$ cat src/rtl/core/prarq_pkg.sv
// ----------------------------------------------------------------------------
// prarq_pkg
// Shared types and constants for the partial-reliability ARQ sender.
// ----------------------------------------------------------------------------
package prarq_pkg;

  localparam int WINDOW_SIZE = 10;
  localparam int SLOT_W      = $clog2(WINDOW_SIZE);
  localparam int LOSS_W      = 5;
  localparam int LOSS_PCT_W  = 7;
  localparam int ATTEMPT_W   = 8;
  localparam int CFG_DATA_W  = 8;
  localparam int CFG_INDEX_W = 1;
  localparam int CMP_W       = 11;
  localparam int PERCENT     = 100;

  localparam logic [LOSS_PCT_W-1:0] LOSS_PCT_RESET = LOSS_PCT_W'(10);
  localparam logic [ATTEMPT_W-1:0]  ATTEMPT_RESET  = ATTEMPT_W'(20);

  typedef enum logic [CFG_INDEX_W-1:0] {
    REG_ALLOWED_LOSS = 1'b0,
    REG_MAX_ATTEMPTS = 1'b1
  } cfg_reg_t;

  typedef enum logic [1:0] {
    OP_SEND    = 2'd0,
    OP_ACK     = 2'd1,
    OP_TIMEOUT = 2'd2,
    OP_NONE    = 2'd3
  } operation_t;

  typedef enum logic [2:0] {
    ACT_IGNORED    = 3'd0,
    ACT_TRANSMIT   = 3'd1,
    ACT_RETRANSMIT = 3'd2,
    ACT_DELIVERED  = 3'd3,
    ACT_LOSS_OK    = 3'd4,
    ACT_FAILED     = 3'd5
  } action_t;

  typedef struct packed {
    action_t           action;
    logic              seq_bit;
    logic [LOSS_W-1:0] losses;
  } result_t;

endpackage

$ cat src/rtl/core/partial_reliability_arq_sender.sv
// ----------------------------------------------------------------------------
// partial_reliability_arq_sender
// Sender side of an alternating-bit stop-and-wait ARQ that tolerates a bounded
// share of lost packets in a sliding window of outcomes.
//
// Channel  Handshake          Payload
// in       in_valid/in_stall  operation, ack_flag, ack_seq
// out      out_valid/out_stall action, seq_bit, losses_in_window
// cfg      cfg_write          cfg_index, cfg_data
//
// Each event is evaluated in the cycle it is accepted and its result appears
// in the output register on the next cycle unless the output is stalled. While
// in_stall is low one event per cycle is taken. The loss count and its compare
// are the longest path in that cycle. A skid register behind the output register
// holds one more word while the output is stalled; in_stall rises when it is full.
// Synchronous reset clears the protocol state and restores register defaults.
// ----------------------------------------------------------------------------
module partial_reliability_arq_sender (
  input  logic                                   clk,
  input  logic                                   rst,
  input  logic                                   cfg_write,
  input  logic [prarq_pkg::CFG_INDEX_W-1:0]      cfg_index,
  input  logic [prarq_pkg::CFG_DATA_W-1:0]       cfg_data,
  input  logic                                   in_valid,
  output logic                                   in_stall,
  input  logic [1:0]                             operation,
  input  logic                                   ack_flag,
  input  logic                                   ack_seq,
  output logic                                   out_valid,
  input  logic                                   out_stall,
  output prarq_pkg::action_t                     action,
  output logic                                   seq_bit,
  output logic [prarq_pkg::LOSS_W-1:0]           losses_in_window
);
  import prarq_pkg::*;

  logic [LOSS_PCT_W-1:0]  allowed_loss_percent;
  logic [ATTEMPT_W-1:0]   max_attempts;

  logic [WINDOW_SIZE-1:0] outcome_window;
  logic [WINDOW_SIZE-1:0] outcome_window_next;
  logic [SLOT_W-1:0]      slot_pointer;
  logic [SLOT_W-1:0]      slot_pointer_next;
  logic [ATTEMPT_W-1:0]   attempt_count;
  logic [ATTEMPT_W-1:0]   attempt_count_next;
  logic                   sequence_bit;
  logic                   sequence_bit_next;
  logic                   awaiting_ack;
  logic                   awaiting_ack_next;

  logic [WINDOW_SIZE-1:0] timeout_window;
  logic [LOSS_W-1:0]      timeout_lost;
  logic [LOSS_W-1:0]      lost_next;
  logic [SLOT_W-1:0]      slot_advanced;
  logic                   loss_ok;
  action_t                act;
  result_t                res;

  result_t                out_reg;
  result_t                skid;
  logic                   skid_valid;
  logic                   accept_in;
  logic                   out_free;

  assign in_stall  = skid_valid;
  assign accept_in = in_valid && !in_stall;
  assign out_free  = !out_valid || !out_stall;

  always_ff @(posedge clk) begin
    if (rst) begin
      allowed_loss_percent <= LOSS_PCT_RESET;
      max_attempts         <= ATTEMPT_RESET;
    end else if (cfg_write) begin
      case (cfg_reg_t'(cfg_index))
        REG_ALLOWED_LOSS: allowed_loss_percent <= cfg_data[LOSS_PCT_W-1:0];
        REG_MAX_ATTEMPTS: max_attempts         <= cfg_data[ATTEMPT_W-1:0];
        default: ;
      endcase
    end
  end

  always_comb begin
    timeout_window = outcome_window;
    timeout_window[slot_pointer] = 1'b0;
    timeout_lost = '0;
    for (int k = 0; k < WINDOW_SIZE; k++) begin
      timeout_lost = timeout_lost + LOSS_W'(!timeout_window[k]);
    end
    loss_ok = (CMP_W'(timeout_lost) * CMP_W'(PERCENT))
              <= (CMP_W'(allowed_loss_percent) * CMP_W'(WINDOW_SIZE));
    slot_advanced = (slot_pointer == SLOT_W'(WINDOW_SIZE - 1))
                    ? '0 : slot_pointer + SLOT_W'(1);
  end

  always_comb begin
    outcome_window_next = outcome_window;
    slot_pointer_next   = slot_pointer;
    attempt_count_next  = attempt_count;
    sequence_bit_next   = sequence_bit;
    awaiting_ack_next   = awaiting_ack;
    act                 = ACT_IGNORED;
    case (operation_t'(operation))
      OP_SEND: begin
        if (!awaiting_ack) begin
          awaiting_ack_next  = 1'b1;
          attempt_count_next = ATTEMPT_W'(1);
          act                = ACT_TRANSMIT;
        end
      end
      OP_ACK: begin
        if (awaiting_ack && ack_flag && (ack_seq == sequence_bit)) begin
          outcome_window_next[slot_pointer] = 1'b1;
          slot_pointer_next = slot_advanced;
          sequence_bit_next = !sequence_bit;
          awaiting_ack_next = 1'b0;
          act               = ACT_DELIVERED;
        end
      end
      OP_TIMEOUT: begin
        if (awaiting_ack) begin
          outcome_window_next = timeout_window;
          if (loss_ok) begin
            slot_pointer_next = slot_advanced;
            awaiting_ack_next = 1'b0;
            act               = ACT_LOSS_OK;
          end else if (attempt_count < max_attempts) begin
            attempt_count_next = attempt_count + ATTEMPT_W'(1);
            act                = ACT_RETRANSMIT;
          end else begin
            awaiting_ack_next = 1'b0;
            act               = ACT_FAILED;
          end
        end
      end
      default: ;
    endcase
  end

  always_comb begin
    lost_next = '0;
    for (int k = 0; k < WINDOW_SIZE; k++) begin
      lost_next = lost_next + LOSS_W'(!outcome_window_next[k]);
    end
    res.action  = act;
    res.seq_bit = sequence_bit;
    res.losses  = lost_next;
  end

  always_ff @(posedge clk) begin
    if (rst) begin
      outcome_window <= '1;
      slot_pointer   <= '0;
      attempt_count  <= '0;
      sequence_bit   <= 1'b0;
      awaiting_ack   <= 1'b0;
    end else if (accept_in) begin
      outcome_window <= outcome_window_next;
      slot_pointer   <= slot_pointer_next;
      attempt_count  <= attempt_count_next;
      sequence_bit   <= sequence_bit_next;
      awaiting_ack   <= awaiting_ack_next;
    end
  end

  always_ff @(posedge clk) begin
    if (rst) begin
      out_valid  <= 1'b0;
      skid_valid <= 1'b0;
    end else if (out_free) begin
      if (skid_valid) begin
        out_valid  <= 1'b1;
        skid_valid <= 1'b0;
      end else begin
        out_valid <= accept_in;
      end
    end else if (accept_in) begin
      skid_valid <= 1'b1;
    end
  end

  always_ff @(posedge clk) begin
    if (out_free) begin
      if (skid_valid) begin
        out_reg <= skid;
      end else if (accept_in) begin
        out_reg <= res;
      end
    end else if (accept_in) begin
      skid <= res;
    end
  end

  assign action           = out_reg.action;
  assign seq_bit          = out_reg.seq_bit;
  assign losses_in_window = out_reg.losses;

`ifndef SYNTHESIS
  a_skid_behind_out: assert property (@(posedge clk) disable iff (rst)
    skid_valid |-> out_valid)
    else $error("skid register holds a word while the output register is empty");

  a_slot_in_range: assert property (@(posedge clk) disable iff (rst)
    slot_pointer < SLOT_W'(WINDOW_SIZE))
    else $error("slot pointer left the window");

  a_attempts_while_busy: assert property (@(posedge clk) disable iff (rst)
    awaiting_ack |-> (attempt_count != '0))
    else $error("packet in flight with no transmission counted");

  a_losses_bounded: assert property (@(posedge clk) disable iff (rst)
    out_valid |-> (losses_in_window <= LOSS_W'(WINDOW_SIZE)))
    else $error("loss count exceeds window size");
`endif

endmodule

$ cat config.mk
export PLATFORM = sky130hd
export DESIGN_NAME = partial_reliability_arq_sender
export DESIGN_NICKNAME = d
export VERILOG_FILES = /design/src/rtl/core/prarq_pkg.sv /design/src/rtl/core/partial_reliability_arq_sender.sv
export SDC_FILE = /design/constraint.sdc
export NUM_CORES = 1
export LEC_CHECK = 0
export BUFFER_PORTS_ARGS = -buffer_cell sky130_fd_sc_hd__buf_2
export CORE_ASPECT_RATIO = 0.9
export CORE_UTILIZATION = 55
export DETAILED_ROUTE_END_ITERATION = 8
export PLACE_DENSITY = 0.78
export SETUP_SLACK_MARGIN = 0.02
export SLEW_MARGIN = 15
export SYNTH_ARGS = -nofsm -noshare
export SYNTH_HDL_FRONTEND = slang
export SYNTH_SLANG_ARGS = --single-unit
$ cat constraint.sdc
create_clock -name clk -period 6.39 [get_ports clk]
set_input_delay 0.639 -clock clk [delete_from_list [all_inputs] [get_ports clk]]
set_output_delay 0.639 -clock clk [all_outputs]
set_load 0.005 [all_outputs]
After elaboration in Yosys (flattened, before gate mapping)
Cells that the tools add are included.
{"block": "word_totals", "out_inout_bits": 11, "register_bits": 59, "wordCells": 128}
{"block": "classes", "n_reduce_logical": 43, "mul": 2, "bitwise": 5, "add_sub_neg": 20, "eq_ne": 10, "n_mux": 29, "magnitude_cmp": 4}
{"operator": "$add 5x1->5", "count": 10}
{"operator": "$mux 8", "count": 4}
{"operator": "$logic_not 1->1", "count": 24}
{"operator": "$mux 10", "count": 2}
{"operator": "$pmux 10 s2", "count": 1}
{"operator": "$mux 9", "count": 2}
{"operator": "$mux 4", "count": 4}
{"operator": "$pmux 8 s2", "count": 1}
{"operator": "$ne 2x2->1 const B", "count": 6}
{"operator": "$le 11x11->1", "count": 1}
{"operator": "$add 4x1->5", "count": 2}
{"operator": "$and 10x10->10", "count": 1}
{"operator": "$mul 7x3->10 const B", "count": 1}
{"operator": "$not 10->10", "count": 1}
{"operator": "$or 10x10->10", "count": 1}
{"operator": "$mul 5x5->9 const B", "count": 1}
{"operator": "$mux 3", "count": 3}
{"operator": "$pmux 3 s3", "count": 1}
{"operator": "$add 3x1->4", "count": 2}
{"operator": "$add 8x1->8 const B", "count": 1}
{"operator": "$lt 8x8->1", "count": 1}
{"operator": "$pmux 4 s2", "count": 1}
{"operator": "$reduce_and 2->1", "count": 4}
{"operator": "$mux 1", "count": 7}
{"operator": "22 further kinds", "count": 31}

Depth between registers and ports, before layout
Gate-level depths: netlist of the first run.
{"block": "depth", "ltp_word": 23, "depth_mapped": 24}

Worst setup path after synthesis of the first run
OpenSTA, ideal clock, no wires.
{"block": "synth_path", "path_type": "register -> register", "from": "register slot_pointer[1]", "to": "register out_reg, in the netlist action[0], data pin", "setup_ns": 0.270, "t_arrival_ns": 6.293, "path_slack_ns": -0.173, "stages_incl_launch_ff": 25, "t_required_ns": 6.120, "period_less_slack_ns": 6.563, "cell_sequence": "dfxtp_1 -> clkbuf_1 -> nor2_1 -> nand2_1 -> and2_1 -> fa_1 -> fa_1 -> inv_1 -> fa_1 -> ha_1 -> fa_1 -> xnor2_1 -> ha_1 -> ha_1 -> ha_1 -> ha_1 -> a31oi_1 -> xnor2_1 -> ha_1 -> a21oi_1 -> o21ai_1 -> a2111oi_4 -> nor2_1 -> a41oi_1 -> o31ai_1"}
{"block": "synth_between", "elab_chain_cells": 23, "elab_cells_between_ends": 33}
{"item": "start: declaration", "line": "partial_reliability_arq_sender.sv:42", "source": "logic [SLOT_W-1:0] slot_pointer;"}
{"item": "start signal: assignment", "line": "partial_reliability_arq_sender.sv:158", "source": "slot_pointer <= slot_pointer_next;"}
{"item": "$lt 4x5->1 (implied by the code) or $ge 4x1->1 (tied branches)", "line": "partial_reliability_arq_sender.sv:84", "source": "timeout_window[slot_pointer] = 1'b0;"}
{"item": "$logic_and 1x1->1 (implied by the code)", "line": "partial_reliability_arq_sender.sv:84"}
{"item": "$mux 1 (implied by the code)", "line": "partial_reliability_arq_sender.sv:84"}
{"item": "$demux 1 s4 (*)", "line": "partial_reliability_arq_sender.sv:84"}
{"item": "$not 10->10 (no line) (*)"}
{"item": "$and 10x10->10 (no line) (*)"}
{"item": "$logic_not 1->1", "line": "partial_reliability_arq_sender.sv:87", "source": "timeout_lost = timeout_lost + LOSS_W'(!timeout_window[k]);"}
{"item": "$add 1x1->2", "line": "partial_reliability_arq_sender.sv:87"}
{"item": "[... 7 more ...]"}
{"item": "$add 5x1->5 (*)", "line": "partial_reliability_arq_sender.sv:87"}
{"item": "$mul 5x5->9 (*)", "line": "partial_reliability_arq_sender.sv:89", "source": "loss_ok = (CMP_W'(timeout_lost) * CMP_W'(PERCENT))"}
{"item": "$le 11x11->1 (*)", "line": "partial_reliability_arq_sender.sv:90", "source": "<= (CMP_W'(allowed_loss_percent) * CMP_W'(WINDOW_SIZE));"}
{"item": "$mux 3 (*)", "line": "partial_reliability_arq_sender.sv:122", "source": "if (loss_ok) begin"}
{"item": "$mux 3 (*)", "line": "partial_reliability_arq_sender.sv:120", "source": "if (awaiting_ack) begin"}
{"item": "$pmux 3 s3 (*)", "line": "partial_reliability_arq_sender.sv:102", "source": "case (operation_t'(operation))"}
{"item": "$mux 9 (*)", "line": "partial_reliability_arq_sender.sv:185", "source": "end else if (accept_in) begin"}
{"item": "$mux 9 (*)", "line": "partial_reliability_arq_sender.sv:183", "source": "if (skid_valid) begin"}
{"item": "end signal: assignment", "line": "partial_reliability_arq_sender.sv:184", "source": "out_reg <= skid;"}
{"item": "end signal: assignment", "line": "partial_reliability_arq_sender.sv:186", "source": "out_reg <= res;"}
{"item": "end: declaration", "line": "partial_reliability_arq_sender.sv:59", "source": "result_t out_reg;"}
Every way passes the cells marked *; elsewhere a longest branch is shown, timed or not. The select of a mux whose other input is x is not followed.
A chain may end at the register's enable or synchronous reset.

Final worst setup path of the first run
{"block": "layout_path", "from": "register slot_pointer[0]", "to": "register slot_pointer[1]"}
{"block": "layout_between", "elab_chain_cells": 20, "elab_cells_between_ends": 37}
{"item": "$lt 4x5->1 (implied by the code) or $ge 4x1->1 (tied branches)", "line": "partial_reliability_arq_sender.sv:84"}
{"item": "$logic_and 1x1->1 (implied by the code)", "line": "partial_reliability_arq_sender.sv:84"}
{"item": "$mux 1 (implied by the code)", "line": "partial_reliability_arq_sender.sv:84"}
{"item": "$demux 1 s4", "line": "partial_reliability_arq_sender.sv:84"}
{"item": "$not 10->10 (no line)"}
{"item": "$and 10x10->10 (no line)"}
{"item": "$logic_not 1->1", "line": "partial_reliability_arq_sender.sv:87"}
{"item": "$add 1x1->2", "line": "partial_reliability_arq_sender.sv:87"}
{"item": "$add 2x1->3", "line": "partial_reliability_arq_sender.sv:87"}
{"item": "$add 3x1->4", "line": "partial_reliability_arq_sender.sv:87"}
{"item": "$add 4x1->5", "line": "partial_reliability_arq_sender.sv:87"}
{"item": "$add 5x1->5 (5 in series)", "line": "partial_reliability_arq_sender.sv:87"}
{"item": "$mul 5x5->9", "line": "partial_reliability_arq_sender.sv:89"}
{"item": "$le 11x11->1", "line": "partial_reliability_arq_sender.sv:90"}
{"item": "$ne 2x2->1 (no line)"}
{"item": "$reduce_and 5->1 (no line)"}
Several ways; a longest one is shown, not always the timed one. The select of a mux whose other input is x is not followed.

==> impl_metrics.env, run 1 <==
export IMPL_antenna_found_initial=0
export IMPL_worstHoldPathCells=2
export IMPL_synth_edff_count=16
export IMPL_maxCapViolations=0
export IMPL_clock_sinks=57
export IMPL_cts_max_level=3
export IMPL_finalWorstSetupSlack_ns=0.2103
export IMPL_rsz0062_at_grt="yes"
export IMPL_min_from="max_attempts[7]"
export IMPL_hp_class="reg -> reg"
export IMPL_reg2reg_depth=24
export IMPL_cp_max_fo=5
export IMPL_syn_avg_cell_area_um2=8.761
export IMPL_grt_pass1_vias=3484
export IMPL_synth_async_reset_ratio=0
export IMPL_r2r_start="slot_pointer[0]"
export IMPL_critPathKind="reg -> reg"
export IMPL_post_route_util=0.6886
export IMPL_synth_cell_type_count=53
export IMPL_final_cell_mix="nand2_1, inv_1, ha_1, dfxtp_1, a21oi_1"
export IMPL_holdPathEnd="max_attempts[7]"
export IMPL_r2r_end="slot_pointer[1]"
export IMPL_ys_warn_count=0
export IMPL_track_usage=0.2451
export IMPL_grt_max_degree=39
export IMPL_period_needed_ns=6.180
export IMPL_slowest_delay_ns=0.58
export IMPL_die_height_um=83.74
export IMPL_cts_buffers=9
export IMPL_fmax_mhz=161.8
export IMPL_dieArea_mm2=0.007772
export IMPL_drt_iter0_drc=191
export IMPL_cts_tree="yes"
export IMPL_start_kind="register"
export IMPL_r2r_slack_ns=0.21
export IMPL_p_leak_nw=2.138
export IMPL_ys_seq_area_frac=0.3187
export IMPL_diodes=0
export IMPL_crit_path_top_delay_cell="or4_4"
export IMPL_required_ns=6.65
export IMPL_drive_above_1_share=0.2094
export IMPL_drc=0
export IMPL_fillCellCount=558
export IMPL_die_x_um=92.82
export IMPL_place_worst_setup_slack_ns=-0.1870
export IMPL_critPathTopFamily="adder cells"
export IMPL_hold_buffers=0
export IMPL_final_common_cell="nand2_1"
export IMPL_critPathArrivalTime_ns=6.44
export IMPL_num_vias=3553
export IMPL_io_buffers=27
export IMPL_start_util=0.5741
export IMPL_tightest_slew_ns=1.012
export IMPL_clockRootBuffer="clkbuf_8"
export IMPL_syn_inst=466
export IMPL_cp_end_kind="register"
export IMPL_ir_drop_v=0.0002868
export IMPL_finalSetupViolCount=0
export IMPL_relSlewSlack=0.3238
export IMPL_power_per_cell_area_mw_per_mm2=515.5
export IMPL_gr_total_overflow=0
export IMPL_status="finished, final reports clean"
export IMPL_drv_slew=0
export IMPL_netlist_area_mm2=0.004083
export IMPL_core_area_mm2=0.007112
export IMPL_globalplace_congestion=0.8862
export IMPL_wl_per_cell_um=15.16
export IMPL_routed_wl_um=9159
export IMPL_dp_hpwl_um=6586
export IMPL_path_buf_inv=2
export IMPL_hold_viol=0
export IMPL_via_per_inst=5.882
export IMPL_fin_crit_sh=0.9671
export IMPL_synth_flop_cell="dfxtp_1"
export IMPL_clk_latency_ns=0.34
export IMPL_cp_startpoint="slot_pointer[0]"
export IMPL_drtPass1Iterations=4
export IMPL_area_growth_pct=19.95
export IMPL_clk_pin_slew_ns=0.06
export IMPL_skew_ns=0.007408
export IMPL_clockBufferDepth=2
export IMPL_row_count=29
export IMPL_ant_nets=0
export IMPL_cp_cell_sequence="buf_4 > nor2_4 > nand2_1 > and2_4 > fa_1 > fa_1 > inv_1 > fa_1 > ha_2 > fa_2 > xnor2_2 > ha_1 > ha_4 > ha_4 > ha_4 > a31oi_4 > xnor2_2 > ha_1 > nand4_1 > or4_4 > nand2_4 > o311ai_4 > or3_1 > a21oi_2"
export IMPL_synth_nets=545
export IMPL_ys_seq_elements=57
export IMPL_power_mw=2.525
export IMPL_nets=585
export IMPL_grt_first_pass_wirelength_um=15240
export IMPL_ios=29
[metal layers]
layer,part of all wire,track usage,wire length (um)
met3,0.048,0.05373,444
met1,0.43,0.3025,3946
met4,0.027,0.1161,243
met2,0.49,0.4044,4525
met5,0,0,0
[cell families after synthesis]
kind of cell               share of synthesized area
AOI/OAI and AO/OA                             0.2053
xor gates and xnor gates                     0.02360
adders and majority gates                     0.2108
buffers and inverters                        0.05976
DFF                                           0.3187
muxes                                        0.01348
other                                      0.0009185
and+or+nand+nor                               0.1673
[cells in the mapped netlist (2+ instances only)]
cell / count / area [um^2]
o21ai_0: 27 / 135.1
o21ai_1: 4 / 20.02
o21a_1: 3 / 22.52
o21bai_1: 3 / 22.52
a41oi_1: 3 / 26.28
or3_1: 4 / 25.02
mux2_2: 4 / 45.04
a211oi_1: 2 / 15.01
nand3b_1: 5 / 37.54
xnor2_1: 5 / 43.79
buf_4: 2 / 15.01
and3_1: 5 / 31.28
dfxtp_1: 41 / 820.8
ha_1: 48 / 600.6
nand2_1: 53 / 198.9
inv_1: 43 / 161.4
a31oi_1: 7 / 43.79
o31ai_1: 7 / 52.55
edfxtp_1: 16 / 480.5
nand3_1: 10 / 50.05
nor2b_1: 7 / 43.79
clkbuf_1: 17 / 63.81
xor2_1: 6 / 52.55
a211o_1: 11 / 96.34
a21oi_1: 35 / 175.2
fa_1: 13 / 260.3
a21o_1: 7 / 52.55
and2_1: 6 / 37.54
a22oi_1: 3 / 22.52
nand2b_1: 6 / 37.54
nor2_1: 33 / 123.9
nor3_1: 5 / 25.02
nand4_1: 5 / 31.28
[where the power goes]
group	switching, mW	internal (mW)	total (mW)
clock	0.149	0.257	0.406
combinational	0.905	0.765	1.67
sequential	0.0185	0.429	0.448
[flip-flops by register name, indices dropped and copies added, names as in the netlist]
register / count
in_stall: 1
action: 3
sequence_bit: 1
allowed_loss_percent: 7
awaiting_ack: 1
skid: 8
seq_bit: 1
attempt_count: 8
max_attempts: 8
losses_in_window: 4
outcome_window: 10
slot_pointer: 4
out_valid: 1
[worst reg2reg max path, cell delays in order, from the launching register on]
cell      delay (ns)
dfxtp_4         0.36
buf_4           0.14
nor2_4          0.08
nand2_1         0.09
and2_4          0.17
fa_1            0.45
fa_1            0.50
inv_1           0.05
fa_1            0.44
ha_2            0.21
fa_2            0.40
xnor2_2         0.16
ha_1            0.34
ha_4            0.17
ha_4            0.21
ha_4            0.27
a31oi_4         0.09
xnor2_2         0.14
ha_1            0.31
nand4_1         0.15
or4_4           0.58
nand2_4         0.12
o311ai_4        0.13
or3_1           0.43
a21oi_2         0.11
[stage by stage]
step | hold slack (ns) | TNS [ns] | std cells | instance area [um^2]
6_report | 0.4562 | 0 | 604 | 4897
5_1_grt | 0.4864 | 0 | 604 | 4897
4_1_cts | 0.4563 | 0 | 599 | 4673
3_5_place_dp | 0.4477 | -1.046 | 581 | 4374
3_3_place_gp | 0.4459 | 0 | 581 | 4374
2_1_floorplan | 0.4363 | 0 | 466 | 4093
[worst max path at each step]
stage,endpoint,slack (ns),depth (start not counted)
after floorplan,action[0],0.02,24
after global placement,action[0],0.05,23
after detailed placement,action[0],-0.19,23
after CTS,action[1],0.05,24
after global routing,slot_pointer[1],0.02,23
final,slot_pointer[1],0.21,24
[layout make-up]
| cell class | instances | area, um^2 | area share |
|---|---|---|---|
| inverters | 43 | 161.4 | 0.03296 |
| flip-flops and latches | 57 | 1314 | 0.2683 |
| well taps | 93 | 116.4 | 0.02376 |
| clock buffers | 10 | 127.6 | 0.02606 |
| clock inverters | 6 | 106.4 | 0.02172 |
| multi-input cells | 346 | 2764 | 0.5644 |
| repair buffers | 49 | 307.8 | 0.06285 |
[what timing repair did]
item                       CTS  global route
setup buffers                2             5
setup endpoints to repair   16            19
resized for setup           12            35
pin swaps                    7            19
cloned                       0             0
Power figures use the tool's default switching activity.
==> run 2: changes to the inputs <==
==> constraint.sdc (replaced) <==
create_clock -name clk -period 6.39 [get_ports clk]
set_input_delay 1.278 -clock clk [delete_from_list [all_inputs] [get_ports clk]]
set_output_delay 1.278 -clock clk [all_outputs]
set_load 0.005 [all_outputs]
==> run 2 against run 1 <==
Effect of this change:
- design area shrank 0.31%
- critical path type unchanged
- hold slack gained 0.0027 ns
- register-to-register slack lost 0.06 ns
- global-route usage is essentially flat
- first-iteration DRC count grew 1.6%
- sequential power is essentially flat
==> impl_metrics.env, run 2 (same netlist as run 1, synthesis figures left out) <==
export IMPL_routed_wl_um=9481
export IMPL_relSlewSlack=0.3152
export IMPL_die_x_um=92.82
export IMPL_grt_pass1_vias=3394
export IMPL_grt_max_degree=39
export IMPL_fillCellCount=564
export IMPL_drt_iter0_drc=194
export IMPL_cts_max_level=3
export IMPL_clk_pin_slew_ns=0.06
export IMPL_period_needed_ns=6.237
export IMPL_reg2reg_depth=23
export IMPL_power_mw=2.863
export IMPL_clockBufferDepth=2
export IMPL_ios=29
export IMPL_diodes=0
export IMPL_r2r_start="slot_pointer[2]"
export IMPL_p_leak_nw=2.121
export IMPL_hp_class="reg -> reg"
export IMPL_wl_per_cell_um=15.67
export IMPL_drv_slew=0
export IMPL_r2r_end="slot_pointer[1]"
export IMPL_die_height_um=83.74
export IMPL_finalSetupViolCount=0
export IMPL_hold_viol=0
export IMPL_cp_max_fo=8
export IMPL_final_common_cell="nand2_1"
export IMPL_antenna_found_initial=0
export IMPL_critPathTopFamily="adder cells"
export IMPL_dp_hpwl_um=6518
export IMPL_r2r_slack_ns=0.15
export IMPL_cts_buffers=9
export IMPL_maxCapViolations=0
export IMPL_min_from="max_attempts[3]"
export IMPL_row_count=29
export IMPL_drtPass1Iterations=5
export IMPL_nets=586
export IMPL_core_area_mm2=0.007112
export IMPL_ir_drop_v=0.0003564
export IMPL_track_usage=0.2451
export IMPL_status="finished, final reports clean"
export IMPL_via_per_inst=5.869
export IMPL_fmax_mhz=160.3
export IMPL_largest_reg_flops=10
export IMPL_worstHoldPathCells=2
export IMPL_critPathKind="reg -> reg"
export IMPL_drive_above_1_share=0.2129
export IMPL_post_route_util=0.6865
export IMPL_clk_latency_ns=0.35
export IMPL_holdPathEnd="max_attempts[3]"
export IMPL_required_ns=6.65
export IMPL_io_buffers=27
export IMPL_start_kind="register"
export IMPL_regArea_mm2=0.001311
export IMPL_skew_ns=0.007204
export IMPL_tightest_slew_ns=1.025
export IMPL_final_cell_mix="nand2_1, inv_1, ha_1, dfxtp_1, a21oi_1"
export IMPL_multi_input_area_mm2=0.002756
export IMPL_area_growth_pct=19.58
export IMPL_grt_first_pass_wirelength_um=15200
export IMPL_critPathArrivalTime_ns=6.50
export IMPL_cp_end_kind="register"
export IMPL_hold_slack_ns=0.4589
export IMPL_clockRootBuffer="clkbuf_8"
export IMPL_gr_total_overflow=0
export IMPL_drc=0
export IMPL_slowest_delay_ns=0.58
export IMPL_dieArea_mm2=0.007772
export IMPL_clock_sinks=57
export IMPL_cp_cell_sequence="nor2_4 > buf_6 > a31oi_4 > fa_1 > fa_1 > inv_2 > fa_1 > ha_2 > fa_2 > xnor2_2 > ha_1 > ha_4 > ha_4 > ha_4 > buf_4 > xnor2_1 > ha_1 > nand4_1 > or4_4 > nand2_4 > o311ai_4 > or3_1 > a21oi_1"
export IMPL_cts_tree="yes"
export IMPL_fin_crit_sh=0.9761
export IMPL_ant_nets=0
export IMPL_num_vias=3551
export IMPL_start_util=0.5741
export IMPL_top_register="outcome_window"
export IMPL_hold_buffers=0
export IMPL_cp_startpoint="slot_pointer[2]"
export IMPL_globalplace_congestion=0.8925
export IMPL_fin_tns_setup_ns=0
export IMPL_path_buf_inv=3
export IMPL_power_per_cell_area_mw_per_mm2=586.4
export IMPL_crit_path_top_delay_cell="fa_1"
run 2: changes by cell type in the layout (fill, tap and decap cells not counted), sizes merged:
cell	before	now
buf	49	50
bufinv	3	2
clkbuf	10	9
clkinv	2	4
run 2: routing by layer:
metal	up-vias	track usage	part of all wire
li1	1723	-	-
met1	1729	0.3036	0.44
met2	76	0.4091	0.50
met3	23	0.05282	0.040
met4	0	0.1049	0.023
met5	-	0	0
run 2: worst register-to-register path: stages (launching register included):
cell	delay (ns)
dfxtp_4	0.38
nor2_4	0.15
buf_6	0.14
a31oi_4	0.08
fa_1	0.49
fa_1	0.58
inv_2	0.05
fa_1	0.44
ha_2	0.21
fa_2	0.40
xnor2_2	0.16
ha_1	0.34
ha_4	0.24
ha_4	0.16
ha_4	0.24
buf_4	0.13
xnor2_1	0.13
ha_1	0.30
nand4_1	0.17
or4_4	0.58
nand2_4	0.12
o311ai_4	0.13
or3_1	0.40
a21oi_1	0.15
run 2: area by class of cell:
cell class / instances / area share
clock buffer: 9 / 0.02537
tap: 93 / 0.02383
inverter: 43 / 0.03306
sequential: 57 / 0.2686
multi-input combinational: 346 / 0.5646
timing repair buffer: 50 / 0.06715
clock inverter: 7 / 0.01743
run 2: repair_timing:
action                     4_1_cts  5_1_grt
gates resized for setup         10       36
hold endpoints to repair         0        0
setup endpoints to repair        8       19
cloned                           0        0
pin swaps                        5       25
buffers inserted                 2        6
run 2: where the power goes:
group	switching, mW	total, mW	internal (mW)	leakage [nW]
Sequential	0.0195	0.449	0.429	0.489
Clock	0.149	0.364	0.215	0.104
Combinational	1.04	2.05	1.01	1.53
Total	1.21	2.86	1.66	2.12
run 2: how the worst max path moves through the flow:
stage	endpoint	depth (start not counted)
floorplan	action[0]	24
global placement	action[0]	23
detailed placement	action[0]	23
CTS	action[1]	24
global route	slot_pointer[1]	23
finish	slot_pointer[1]	23
run 2: metrics by stage:
stage	area (um^2)	worst slack, ns	std cells
final	4882	0.1529	605
after global routing	4882	-0.02837	605
after CTS	4636	0.02233	599
after detailed placement	4374	-0.08291	581
after global placement	4374	0.04851	581
after floorplan	4093	0.01703	466
==> run 3: changes to the inputs <==
CORE_UTILIZATION = 30   (was 55)
PLACE_DENSITY = 0.48   (was 0.78)
==> run 3 against run 2 <==
Effect of this change:
- via count decreased by 5.9%
- the flow now finishes with violations (design-rule violations)
- hold slack got worse by 0.0049 ns
- sequential power about the same
==> impl_metrics.env, run 3 (same netlist as run 1, synthesis figures left out) <==
export IMPL_status="finished, violations left"
export IMPL_violations="design-rule violations"
export IMPL_tightest_slew_ns=0.8985
export IMPL_pwr_share_comb=0.650
export IMPL_ios=29
export IMPL_fin_crit_sh=0.9567
export IMPL_grt_max_degree=39
export IMPL_critPathTopFamily="adder cells"
export IMPL_globalplace_congestion=0.7731
export IMPL_fin_tns_setup_ns=0
export IMPL_p_leak_nw=2.170
export IMPL_fmax_mhz=163.6
export IMPL_power_per_cell_area_mw_per_mm2=511.7
export IMPL_hold_buffers=0
export IMPL_fillCellCount=1387
export IMPL_finalSetupViolCount=0
export IMPL_final_cell_mix="nand2_1, inv_1, ha_1, dfxtp_1, a21oi_1"
export IMPL_cts_buffers=9
export IMPL_routed_wl_um=9333
export IMPL_skew_ns=0.007696
export IMPL_finalWorstSetupSlack_ns=0.2766
export IMPL_path_buf_inv=3
export IMPL_antenna_found_initial=0
export IMPL_critPathKind="reg -> reg"
export IMPL_cp_depth=25
export IMPL_clk_latency_ns=0.33
export IMPL_diodes=0
export IMPL_dieArea_mm2=0.01408
export IMPL_place_worst_setup_slack_ns=-0.2496
export IMPL_num_vias=3343
export IMPL_hp_class="reg -> reg"
export IMPL_area_growth_pct=22.68
export IMPL_cp_max_fo=5
export IMPL_period_needed_ns=6.113
export IMPL_cts_max_level=3
export IMPL_clock_sinks=57
export IMPL_die_height_um=112.7
export IMPL_ant_nets=0
export IMPL_drtPass1Iterations=6
export IMPL_r2r_slack_ns=0.28
export IMPL_start_util=0.3067
export IMPL_crit_path_top_delay_cell="a2111oi_4"
export IMPL_clkPwrFrac=0.176
export IMPL_r2r_end="attempt_count[6]"
export IMPL_ir_drop_v=0.0002221
export IMPL_p_sw_frac=0.4266
export IMPL_final_common_cell="nand2_1"
export IMPL_via_per_inst=4.895
export IMPL_required_ns=6.61
export IMPL_largest_reg_flops=10
export IMPL_drc=2
export IMPL_gr_total_overflow=0
export IMPL_start_kind="register"
export IMPL_clk_pin_slew_ns=0.05
export IMPL_cp_startpoint="slot_pointer[0]"
export IMPL_drive_above_1_share=0.2097
export IMPL_track_usage=0.1402
export IMPL_nets=589
export IMPL_hold_viol=0
export IMPL_rsz0062_at_grt="no"
export IMPL_intPower_mw=1.470
export IMPL_wl_per_cell_um=13.66
export IMPL_io_buffers=27
export IMPL_relSlewSlack=0.4010
export IMPL_grt_first_pass_wirelength_um=15830
export IMPL_cts_tree="yes"
export IMPL_p_switching_mw=1.093
export IMPL_power_mw=2.563
export IMPL_grt_pass1_vias=3332
export IMPL_clockRootBuffer="clkbuf_16"
export IMPL_post_route_util=0.3762
export IMPL_top_register="outcome_window"
export IMPL_core_area_mm2=0.01331
export IMPL_cp_end_kind="register"
export IMPL_r2r_start="slot_pointer[0]"
export IMPL_dp_hpwl_um=6957
export IMPL_critPathArrivalTime_ns=6.33
export IMPL_worstSetupEndpoint="attempt_count[6]"
export IMPL_power_frac_seq=0.174
export IMPL_clockBufferDepth=2
export IMPL_maxCapViolations=0
export IMPL_slowest_delay_ns=0.50
export IMPL_die_x_um=125.0
export IMPL_reg2reg_depth=25
export IMPL_drv_slew=0
export IMPL_row_count=40
export IMPL_drt_iter0_drc=184
[run 3: cell types whose count changed in the layout (fill, tap and decap cells not counted), moves of 2 or more]
cell and delta:
a21oi_1 +3, a21oi_2 -2, a31oi_2 +2, a31oi_4 -2, buf_4 +5, bufinv_16 -2, clkbuf_16 +9, clkbuf_8 -7
clkinv_1 -2
[run 3: metrics by stage]
stage	hold slack [ns]	instances	instance area [um^2]
after floorplan	0.4363	466	4093
after global placement	0.4517	660	4498
after detailed placement	0.4514	660	4498
after CTS	0.4585	677	4840
after global routing	0.4750	683	5009
final	0.4539	683	5009
[run 3: how the worst min path moves through the flow]
stage / depth (start not counted) / endpoint / start / slack (ns)
6_report: 2 / max_attempts[6] / max_attempts[6] / 0.45
5_1_grt: 2 / max_attempts[6] / max_attempts[6] / 0.48
4_1_cts: 2 / max_attempts[6] / max_attempts[6] / 0.46
3_3_place_gp: 2 / max_attempts[6] / max_attempts[6] / 0.45
3_5_place_dp: 2 / max_attempts[6] / max_attempts[6] / 0.45
2_1_floorplan: 2 / max_attempts[1] / max_attempts[1] / 0.44
[run 3: layout make-up]
| class | instances | area, um^2 | share of cell area |
|---|---|---|---|
| timing repair buffer | 53 | 334.1 | 0.06670 |
| sequential | 57 | 1309 | 0.2613 |
| inverter | 43 | 161.4 | 0.03223 |
| clock buffer | 11 | 252.7 | 0.05046 |
| multi-input combinational | 346 | 2713 | 0.5416 |
| clock inverter | 5 | 28.78 | 0.005746 |
| tap | 168 | 210.2 | 0.04197 |
[run 3: repair_timing]
action,CTS,global route
pin swaps,10,20
setup buffers,1,7
endpoints found under the setup margin,18,19
gates resized for setup,14,20
[run 3: power by group through the flow]
stage | sequential [mW] | combinational [mW] | clock (mW)
3_3_place_gp | 0.452 | 1.35 | 0
2_1_floorplan | 0.452 | 0.966 | 0
4_1_cts | 0.446 | 1.57 | 0.463
5_1_grt | 0.450 | 1.87 | 0.480
6_report | 0.446 | 1.67 | 0.451
3_5_place_dp | 0.453 | 1.40 | 0
[run 3: worst register-to-register path, stage by stage, from the launching register on]
cell       delay, ns
dfxtp_2         0.32
buf_4           0.15
nor2_4          0.08
nand2_1         0.07
and2_4          0.16
fa_1            0.48
fa_1            0.49
inv_1           0.05
fa_1            0.48
ha_4            0.19
fa_2            0.42
xnor2_4         0.20
ha_4            0.22
ha_1            0.27
ha_2            0.19
ha_4            0.27
a31oi_2         0.08
xnor2_1         0.14
ha_1            0.34
nand4_1         0.16
nor3_2          0.08
a2111oi_4       0.50
buf_4           0.22
or3_4           0.12
nor2_1          0.04
a211o_1         0.28
[run 3: metal layers]
metal | track usage | routed length [um]
met5 | 0 | 0
met4 | 0.02927 | 64
met3 | 0.03575 | 279
met2 | 0.2276 | 4332
met1 | 0.1880 | 4656
